===== src/design/packet_dedup_table_top_defines.svh =====
// Assertion macros for the packet dedup table.
`ifndef PACKET_DEDUP_TABLE_TOP_DEFINES_SVH
`define PACKET_DEDUP_TABLE_TOP_DEFINES_SVH

// ante |-> cons, checked on every clock edge outside reset
`define PDT_ASSERT_NOW(label, ante, cons) \
	label: assert property (@(posedge clk) disable iff (!arst_n) (ante) |-> (cons)) \
		else $error("packet dedup table check failed");

// ante |=> cons, checked on every clock edge outside reset
`define PDT_ASSERT_NEXT(label, ante, cons) \
	label: assert property (@(posedge clk) disable iff (!arst_n) (ante) |=> (cons)) \
		else $error("packet dedup table check failed");

`endif


===== src/design/pdt_pkg.sv =====
package pdt_pkg;

	localparam int PDT_SLOTS_DEF = 8;
	localparam logic [7:0] COUNT_MAX = 8'hFF;
	localparam int IN_TDATA_W = 200;
	localparam int OUT_TDATA_W = 216;

	typedef struct packed {
		logic [31:0] strength_low;
		logic [7:0]  strength_high;
		logic [4:0]  channel;
		logic [63:0] other_bits;
		logic [63:0] payload;
		logic [7:0]  flags;
		logic [15:0] key;
	} rec_t;

	typedef struct packed {
		logic [7:0] zigzag_cnt;
		logic [7:0] crc_cnt;
		rec_t       rec;
	} entry_t;

	typedef struct packed {
		logic check;
		logic append;
	} look_t;

	typedef enum logic [1:0] {
		ST_IDLE,
		ST_SEARCH,
		ST_DRAIN
	} state_t;

endpackage


===== src/design/pdt_cell.sv =====
module pdt_cell
	import pdt_pkg::*;
(
	input  logic   clk,
	input  logic   shift_en,
	input  entry_t d,
	output entry_t q
);

	entry_t entry_q;

	always_ff @(posedge clk) begin
		if (shift_en) begin
			entry_q <= d;
		end
	end

	assign q = entry_q;

endmodule


===== src/design/pdt_head.sv =====
module pdt_head
	import pdt_pkg::*;
(
	input  entry_t cur,
	input  rec_t   item,
	input  logic   zigzag,
	input  look_t  look,
	output entry_t nxt,
	output logic   taken
);

	logic match;
	logic hit;
	logic stronger;

	always_comb begin
		match    = (cur.rec.key == item.key) && (cur.rec.flags == item.flags);
		hit      = look.check && match;
		stronger = {item.strength_high, item.strength_low} >
			{cur.rec.strength_high, cur.rec.strength_low};
		taken    = hit || look.append;
		nxt      = cur;
		if (look.append) begin
			nxt.rec        = item;
			nxt.crc_cnt    = zigzag ? 8'd0 : 8'd1;
			nxt.zigzag_cnt = zigzag ? 8'd1 : 8'd0;
		end else if (hit) begin
			if (stronger) begin
				nxt.rec = item;
			end
			if (zigzag) begin
				if (cur.zigzag_cnt != COUNT_MAX) begin
					nxt.zigzag_cnt = cur.zigzag_cnt + 8'd1;
				end
			end else begin
				if (cur.crc_cnt != COUNT_MAX) begin
					nxt.crc_cnt = cur.crc_cnt + 8'd1;
				end
			end
		end
	end

endmodule


===== src/design/packet_dedup_table_top.sv =====
// Packet dedup table.
// Input stream (s_*): one transfer per item. s_tuser[0] selects the action
// (0 = received packet, 1 = drain), s_tuser[1] marks a zigzag copy.
// Output stream (m_*): drain results only. m_tuser[0] = entry valid,
// m_tlast marks the final result of a drain.
// Entries sit in a ring of TABLE_SLOTS cells that rotates one slot per cycle
// past a single compare/update head while a search or a drain is shifting.
// A received packet is searched over one full rotation of the ring before
// the next transfer is accepted; on a full table it is dropped without a search.
// A drain of n entries gives n results via the DRAIN state and output register,
// one result per cycle unless the output stalls; an empty table gives one invalid result.
// One item is in flight at a time; s_tready is high only while idle.
// When a result is held and m_tready is low, the drain rotation pauses and the
// output register holds its result.
// Reset empties the table and clears the output valid flag.
module packet_dedup_table_top
	import pdt_pkg::*;
#(
	parameter int TABLE_SLOTS = PDT_SLOTS_DEF
) (
	input  logic                   clk,
	input  logic                   arst_n,
	input  logic                   s_tvalid,
	output logic                   s_tready,
	// key, flags, payload, other bits, channel, strength high, strength low, pad
	input  logic [IN_TDATA_W-1:0]  s_tdata,
	// action, zigzag_copy
	input  logic [1:0]             s_tuser,
	output logic                   m_tvalid,
	input  logic                   m_tready,
	// key, flags, payload, other bits, channel, strength high, strength low,
	// crc copies, zigzag copies, pad
	output logic [OUT_TDATA_W-1:0] m_tdata,
	// entry_valid
	output logic [0:0]             m_tuser,
	output logic                   m_tlast
);

`include "packet_dedup_table_top_defines.svh"

	localparam int CW = $clog2(TABLE_SLOTS);
	localparam logic [CW-1:0] LAST_SLOT = CW'(TABLE_SLOTS - 1);

	state_t        state_q, state_d;
	logic [CW-1:0] count_q;
	logic [CW-1:0] step_q;
	logic          found_q;
	rec_t          item_q;
	logic          zigzag_q;

	entry_t        cell_q [TABLE_SLOTS];
	entry_t        cell_d [TABLE_SLOTS];
	entry_t        head_nxt;
	logic          head_taken;
	look_t         look;
	logic          shift_en;
	logic          can_emit;
	logic          emit;
	logic          in_xfer;

	entry_t        out_q;
	logic          out_valid_q;
	logic          out_entry_q;
	logic          out_last_q;

	assign in_xfer  = s_tvalid && s_tready;
	assign s_tready = (state_q == ST_IDLE);
	assign can_emit = !out_valid_q || m_tready;

	always_comb begin
		look.check  = (step_q < count_q) && !found_q;
		look.append = (step_q == count_q) && !found_q;
	end

	pdt_head u_head (
		.cur    (cell_q[0]),
		.item   (item_q),
		.zigzag (zigzag_q),
		.look   (look),
		.nxt    (head_nxt),
		.taken  (head_taken)
	);

	for (genvar i = 0; i < TABLE_SLOTS; i++) begin : g_cell
		if (i == TABLE_SLOTS - 1) begin : g_tail
			assign cell_d[i] = (state_q == ST_SEARCH) ? head_nxt : cell_q[0];
		end else begin : g_body
			assign cell_d[i] = cell_q[i+1];
		end
		pdt_cell u_cell (
			.clk      (clk),
			.shift_en (shift_en),
			.d        (cell_d[i]),
			.q        (cell_q[i])
		);
	end

	always_comb begin
		state_d  = state_q;
		shift_en = 1'b0;
		emit     = 1'b0;
		unique case (state_q)
			ST_IDLE: begin
				if (in_xfer) begin
					if (s_tuser[0]) begin
						state_d = ST_DRAIN;
					end else if (count_q < LAST_SLOT) begin
						state_d = ST_SEARCH;
					end
				end
			end
			ST_SEARCH: begin
				shift_en = 1'b1;
				if (step_q == LAST_SLOT) begin
					state_d = ST_IDLE;
				end
			end
			ST_DRAIN: begin
				if (can_emit) begin
					emit     = 1'b1;
					shift_en = (count_q != '0);
					if (count_q == '0 || step_q == count_q - CW'(1)) begin
						state_d = ST_IDLE;
					end
				end
			end
			default: state_d = ST_IDLE;
		endcase
	end

	always_ff @(posedge clk or negedge arst_n) begin
		if (!arst_n) begin
			state_q     <= ST_IDLE;
			count_q     <= '0;
			step_q      <= '0;
			found_q     <= 1'b0;
			out_valid_q <= 1'b0;
		end else begin
			state_q <= state_d;
			if (in_xfer) begin
				step_q  <= '0;
				found_q <= 1'b0;
			end else if (shift_en) begin
				step_q <= step_q + CW'(1);
			end
			if (state_q == ST_SEARCH && head_taken) begin
				found_q <= 1'b1;
				if (look.append) begin
					count_q <= count_q + CW'(1);
				end
			end
			if (emit && state_d == ST_IDLE) begin
				count_q <= '0;
			end
			if (emit) begin
				out_valid_q <= 1'b1;
			end else if (m_tready) begin
				out_valid_q <= 1'b0;
			end
		end
	end

	always_ff @(posedge clk) begin
		if (in_xfer) begin
			item_q.key           <= s_tdata[15:0];
			item_q.flags         <= s_tdata[23:16];
			item_q.payload       <= s_tdata[87:24];
			item_q.other_bits    <= s_tdata[151:88];
			item_q.channel       <= s_tdata[156:152];
			item_q.strength_high <= s_tdata[164:157];
			item_q.strength_low  <= s_tdata[196:165];
			zigzag_q             <= s_tuser[1];
		end
		if (emit) begin
			out_q       <= (count_q == '0) ? '0 : cell_q[0];
			out_entry_q <= (count_q != '0);
			out_last_q  <= (count_q == '0) || (step_q == count_q - CW'(1));
		end
	end

	assign m_tvalid = out_valid_q;
	assign m_tuser  = out_entry_q;
	assign m_tlast  = out_last_q;
	assign m_tdata  = {3'b000, out_q.zigzag_cnt, out_q.crc_cnt,
		out_q.rec.strength_low, out_q.rec.strength_high, out_q.rec.channel,
		out_q.rec.other_bits, out_q.rec.payload, out_q.rec.flags, out_q.rec.key};

	`PDT_ASSERT_NOW(a_count_range, 1'b1, count_q <= LAST_SLOT)
	`PDT_ASSERT_NOW(a_search_resolves, state_q == ST_SEARCH && step_q == LAST_SLOT,
		found_q || head_taken)
	`PDT_ASSERT_NOW(a_invalid_is_last, m_tvalid && !m_tuser[0], m_tlast)
	`PDT_ASSERT_NEXT(a_search_grows_by_one, state_q == ST_SEARCH,
		count_q == $past(count_q) || count_q == $past(count_q) + CW'(1))

endmodule

===== config.mk =====
export PLATFORM = sky130hd
export DESIGN_NAME = packet_dedup_table_top
export DESIGN_NICKNAME = d
export VERILOG_FILES = /design/src/design/pdt_pkg.sv /design/src/design/pdt_cell.sv /design/src/design/pdt_head.sv /design/src/design/packet_dedup_table_top.sv
export VERILOG_INCLUDE_DIRS = /design/src /design/src/design
export SDC_FILE = /design/constraint.sdc
export NUM_CORES = 1
export LEC_CHECK = 0
export BUFFER_PORTS_ARGS = -buffer_cell sky130_fd_sc_hd__buf_2
export CORE_MARGIN = 2
export CORE_UTILIZATION = 40
export CTS_BUF_LIST = sky130_fd_sc_hd__clkbuf_8
export CTS_CLUSTER_SIZE = 24
export DETAILED_ROUTE_END_ITERATION = 10
export PLACE_DENSITY = 0.62
export SLEW_MARGIN = 20
export SYNTH_ARGS = -nofsm -noshare
export SYNTH_HDL_FRONTEND = slang
export SYNTH_SLANG_ARGS = --single-unit
export TNS_END_PERCENT = 20

===== constraint.sdc =====
create_clock -name clk -period 53.2 [get_ports clk]
set_input_delay 10.64 -clock clk [delete_from_list [all_inputs] [get_ports clk]]
set_output_delay 10.64 -clock clk [all_outputs]
set_load 0.03 [all_outputs]

==> summary.md <==
| Metric | Value |
|---|---|
| Crit path launch type | `primary input` |
| Final period util | `28.6%` |
| Area of the die | `between 150000 and 200000 sq um` |
| First-pass GRT wire length | `~170000 um` |
| Synth area leader | `edfxtp_1` |
| Synth Register Bits | `2127` |
| Critical Path Sink Type | `register` |
| Violation count after the first detailed-route iteration | `2256` |
| TritonCTS clock tree | `built` |
| WL met1 | `around 52000 um` |
| Unrepaired setup endpoints after global routing | `no` |
| CP Capture Point | `g_cell[4].u_cell.q[47]` |
| Post-Syn Area | `just over 70000 sq um` |
| Sequential share of the synthesized area | `90.7%` |
| WS Path Type | `primary input to register` |
| Final-report setup violation count | `0` |
| Buffers inserted by post-CTS timing repair | `0` |
| Worst-margin pin slew | `around 1100 ps` |
| Synth Area per Inst | `around 24 sq um` |
| Hold Startpoint | `g_cell[2].u_cell.q[42]` |
| Unique masters post-synth | `60` |
| Multi-input gate area | `6010 sq um` |
| Max IR drop VDD | `0.0395 mV` |
| Metal3 WL | `roughly 5500 um` |
| Worst reg2reg startpoint | `state_q[0]` |
| Area delta synth->final | `16.2%` |
| RR Endpoint | `g_cell[4].u_cell.q[47]` |
| Flop-to-flop setup slack | `47160 ps` |
| Mapped Cells | `just under 3000` |
| Final wirelength | `between 100000 and 150000 um` |
| Final hold vios | `0` |
| P_leak | `0.0281 uW` |
| Yosys warnings | `0` |
| DIE HEIGHT | `between 400 and 500 um` |
| Nets | `~3900` |
| Row count | `approximately 150` |
| Final setup margin | `approximately 38000 ps` |
| Share of layout cells above drive strength 1 | `about 27%` |
| Number of hold buffers added after cts | `0` |
| Worst min-delay path class | `register to register` |
| Most used DFF post-synth | `edfxtp_1` |
| Min cycle time layout | `roughly 15000 ps` |
| Clock skew | `between 80 and 90 ps` |
| Post-route ant nets | `0` |
| Worst hold margin | `around 340 ps` |
| CTS Sinks | `2127` |
| Pwr dens | `approximately 60 nW/um^2` |
| DP HPWL | `70600 um` |
| Cts bufs inserted | `350` |
| DR vias/cell | `4.55` |
| Residual DRC | `0` |
| Vias | `~28000` |
| Max Cap Viol | `0` |
| I/O pin count | `between 400 and 500` |
| WL/cell | `~19 um` |
| Commonest cells after routing, fill and taps aside | `edfxtp_1, buf_2, clkbuf_8` |
| Clock root cell | `clkbuf_8` |
| Vias in the first global route | `28400` |
| CTS clk-pin slew, worst paths | `~60 ps` |
| Gr ovfl total | `0` |
| Worst-skew pair later-pin latency | `a little over 1000 ps` |
| Status | `completed` |
| 1st-pass router iterations | `5` |
| Synth top area share | `between 90% and 100%` |
| Pins Over Slew Limit | `0` |
| GRT Total Usage | `13.0%` |
| Initial antenna violation count | `15` |
| Wire length on met2 | `around 57000 um` |
| Core area | `174000 sq um` |
| Ys async rst share | `less than 1%` |
| Largest cells by area after synthesis | `edfxtp_1, mux2_4, and2_1` |
| H-tree level count | `5` |
| CTS max path bufs | `4` |
| Top sig layer | `met5` |
| Crit Path Max Fanout | `183` |
| Req. time, crit path | `between 50000 and 60000 ps` |
| Relative slew slack | `28.8%` |
| Max Clock Freq | `around 66 MHz` |
| Initial Utilization | `slightly above 40%` |
| # resized after CTS | `0` |
| Most common cell after layout, fill and taps aside | `edfxtp_1` |
| Crit path from | `m_tready` |
| Pre-CTS WS | `roughly 36000 ps` |
| Die W | `423 um` |
| EDFF count, synth | `2117` |
| Reg area | `around 64000 sq um` |
| # port buffers | `between 400 and 500` |
| GPL Wtd Cong | `a little under 0.8` |
| Largest net degree at the start of global routing | `223` |
| FF-to-FF path depth | `10` |
| Fillers | `14400` |
| WP data arrival | `15820 ps` |
| Setup_tns | `0 ps` |
[flip-flops by register name (all words and copies together) (netlist names)]
signal / count
m_tlast: 1
m_tvalid: 1
item_q: 197
g_cell.u_cell.q: 1704
zigzag_q: 1
found_q: 1
m_tuser: 1
state_q: 2
step_q: 3
m_tdata: 213
count_q: 3
[metrics by stage]
stage / utilization, % / cell area, sq um / power (uW) / std cells
after floorplan: - / 70400 / 3910 / 2932
after global placement: 43.2 / 75300 / 3610 / 5648
after detailed placement: 43.2 / 75300 / 3660 / 5648
after CTS: 46.8 / 81600 / 4980 / 6247
after global routing: 46.9 / 81700 / 5150 / 6254
final: 46.9 / 81700 / 4900 / 6260
[power breakdown]
group | switching (uW) | total, uW | internal [uW]
clock | 611 | 1300 | 684
sequential | 173 | 2820 | 2650
combinational | 559 | 780 | 222
total | 1340 | 4900 | 3560
[critical path: stages]
cell      delay [ps]
buf_2             70
nand2b_1         220
nand2_1          190
inv_8            700
a21oi_1          230
nor2b_4          680
buf_12           730
buf_4            880
buf_12           530
buf_6            710
[area by class of cell]
type	count	area share, %
clock inverters	246	1.73
diodes	9	0.0276
clock buffers	353	5.94
well taps	2325	3.56
repair buffers	454	3.06
flip-flops and latches	2127	78.1
multi-input cells	693	7.36
inverters	53	0.253
[kinds of logic (layout without fill, tap and decap cells)]
group	count (synthesis)	count (layout)	synth area share, %
AOI/OAI and AO/OA	99	99	0.848
adders and majority gates	54	54	0.960
and+or+nand+nor	304	304	2.52
DFF	2127	2127	90.7
xor gates and xnor gates	32	32	0.420
other	1	12	0.00533
buffers and inverters	112	1106	0.786
muxes	201	201	3.74
[cell usage after synthesis, types with 3 or more instances]
cell type     n
a21oi_1      61
and2_1      177
and3_1        5
and4_1        3
buf_2         7
buf_4         3
buf_6        15
clkbuf_1     33
dfrtp_1      10
edfxtp_1   2117
ha_1         54
inv_1        52
mux2_1       30
mux2_2       67
mux2_4      100
mux2i_1       4
nand2_1      36
nand2b_1      7
nand3_1      18
nand4_1      18
nor2_1       14
nor2b_1       3
nor3_1        8
nor4_1        3
o211ai_1      5
o21ai_0       8
o31ai_1       4
or4_1         3
xnor2_1      15
xor2_1       16
[worst min-delay path by stage]
stage | endpoint | slack, ps | depth (start not counted)
4_1_cts | g_cell[6].u_cell.q[37] | 340 | 0
3_5_place_dp | g_cell[0].u_cell.q[110] | 400 | 0
6_report | g_cell[1].u_cell.q[42] | 340 | 0
3_3_place_gp | g_cell[4].u_cell.q[84] | 400 | 0
2_1_floorplan | g_cell[0].u_cell.q[0] | 400 | 0
5_1_grt | g_cell[2].u_cell.q[41] | 360 | 0
[routing by layer]
metal	track usage, %	vias to the layer above
met5	0	-
met3	3.28	305
li1	-	13100
met1	17.3	14300
met4	6.27	6
met2	20.2	723
(Power assumes the default switching activity.)
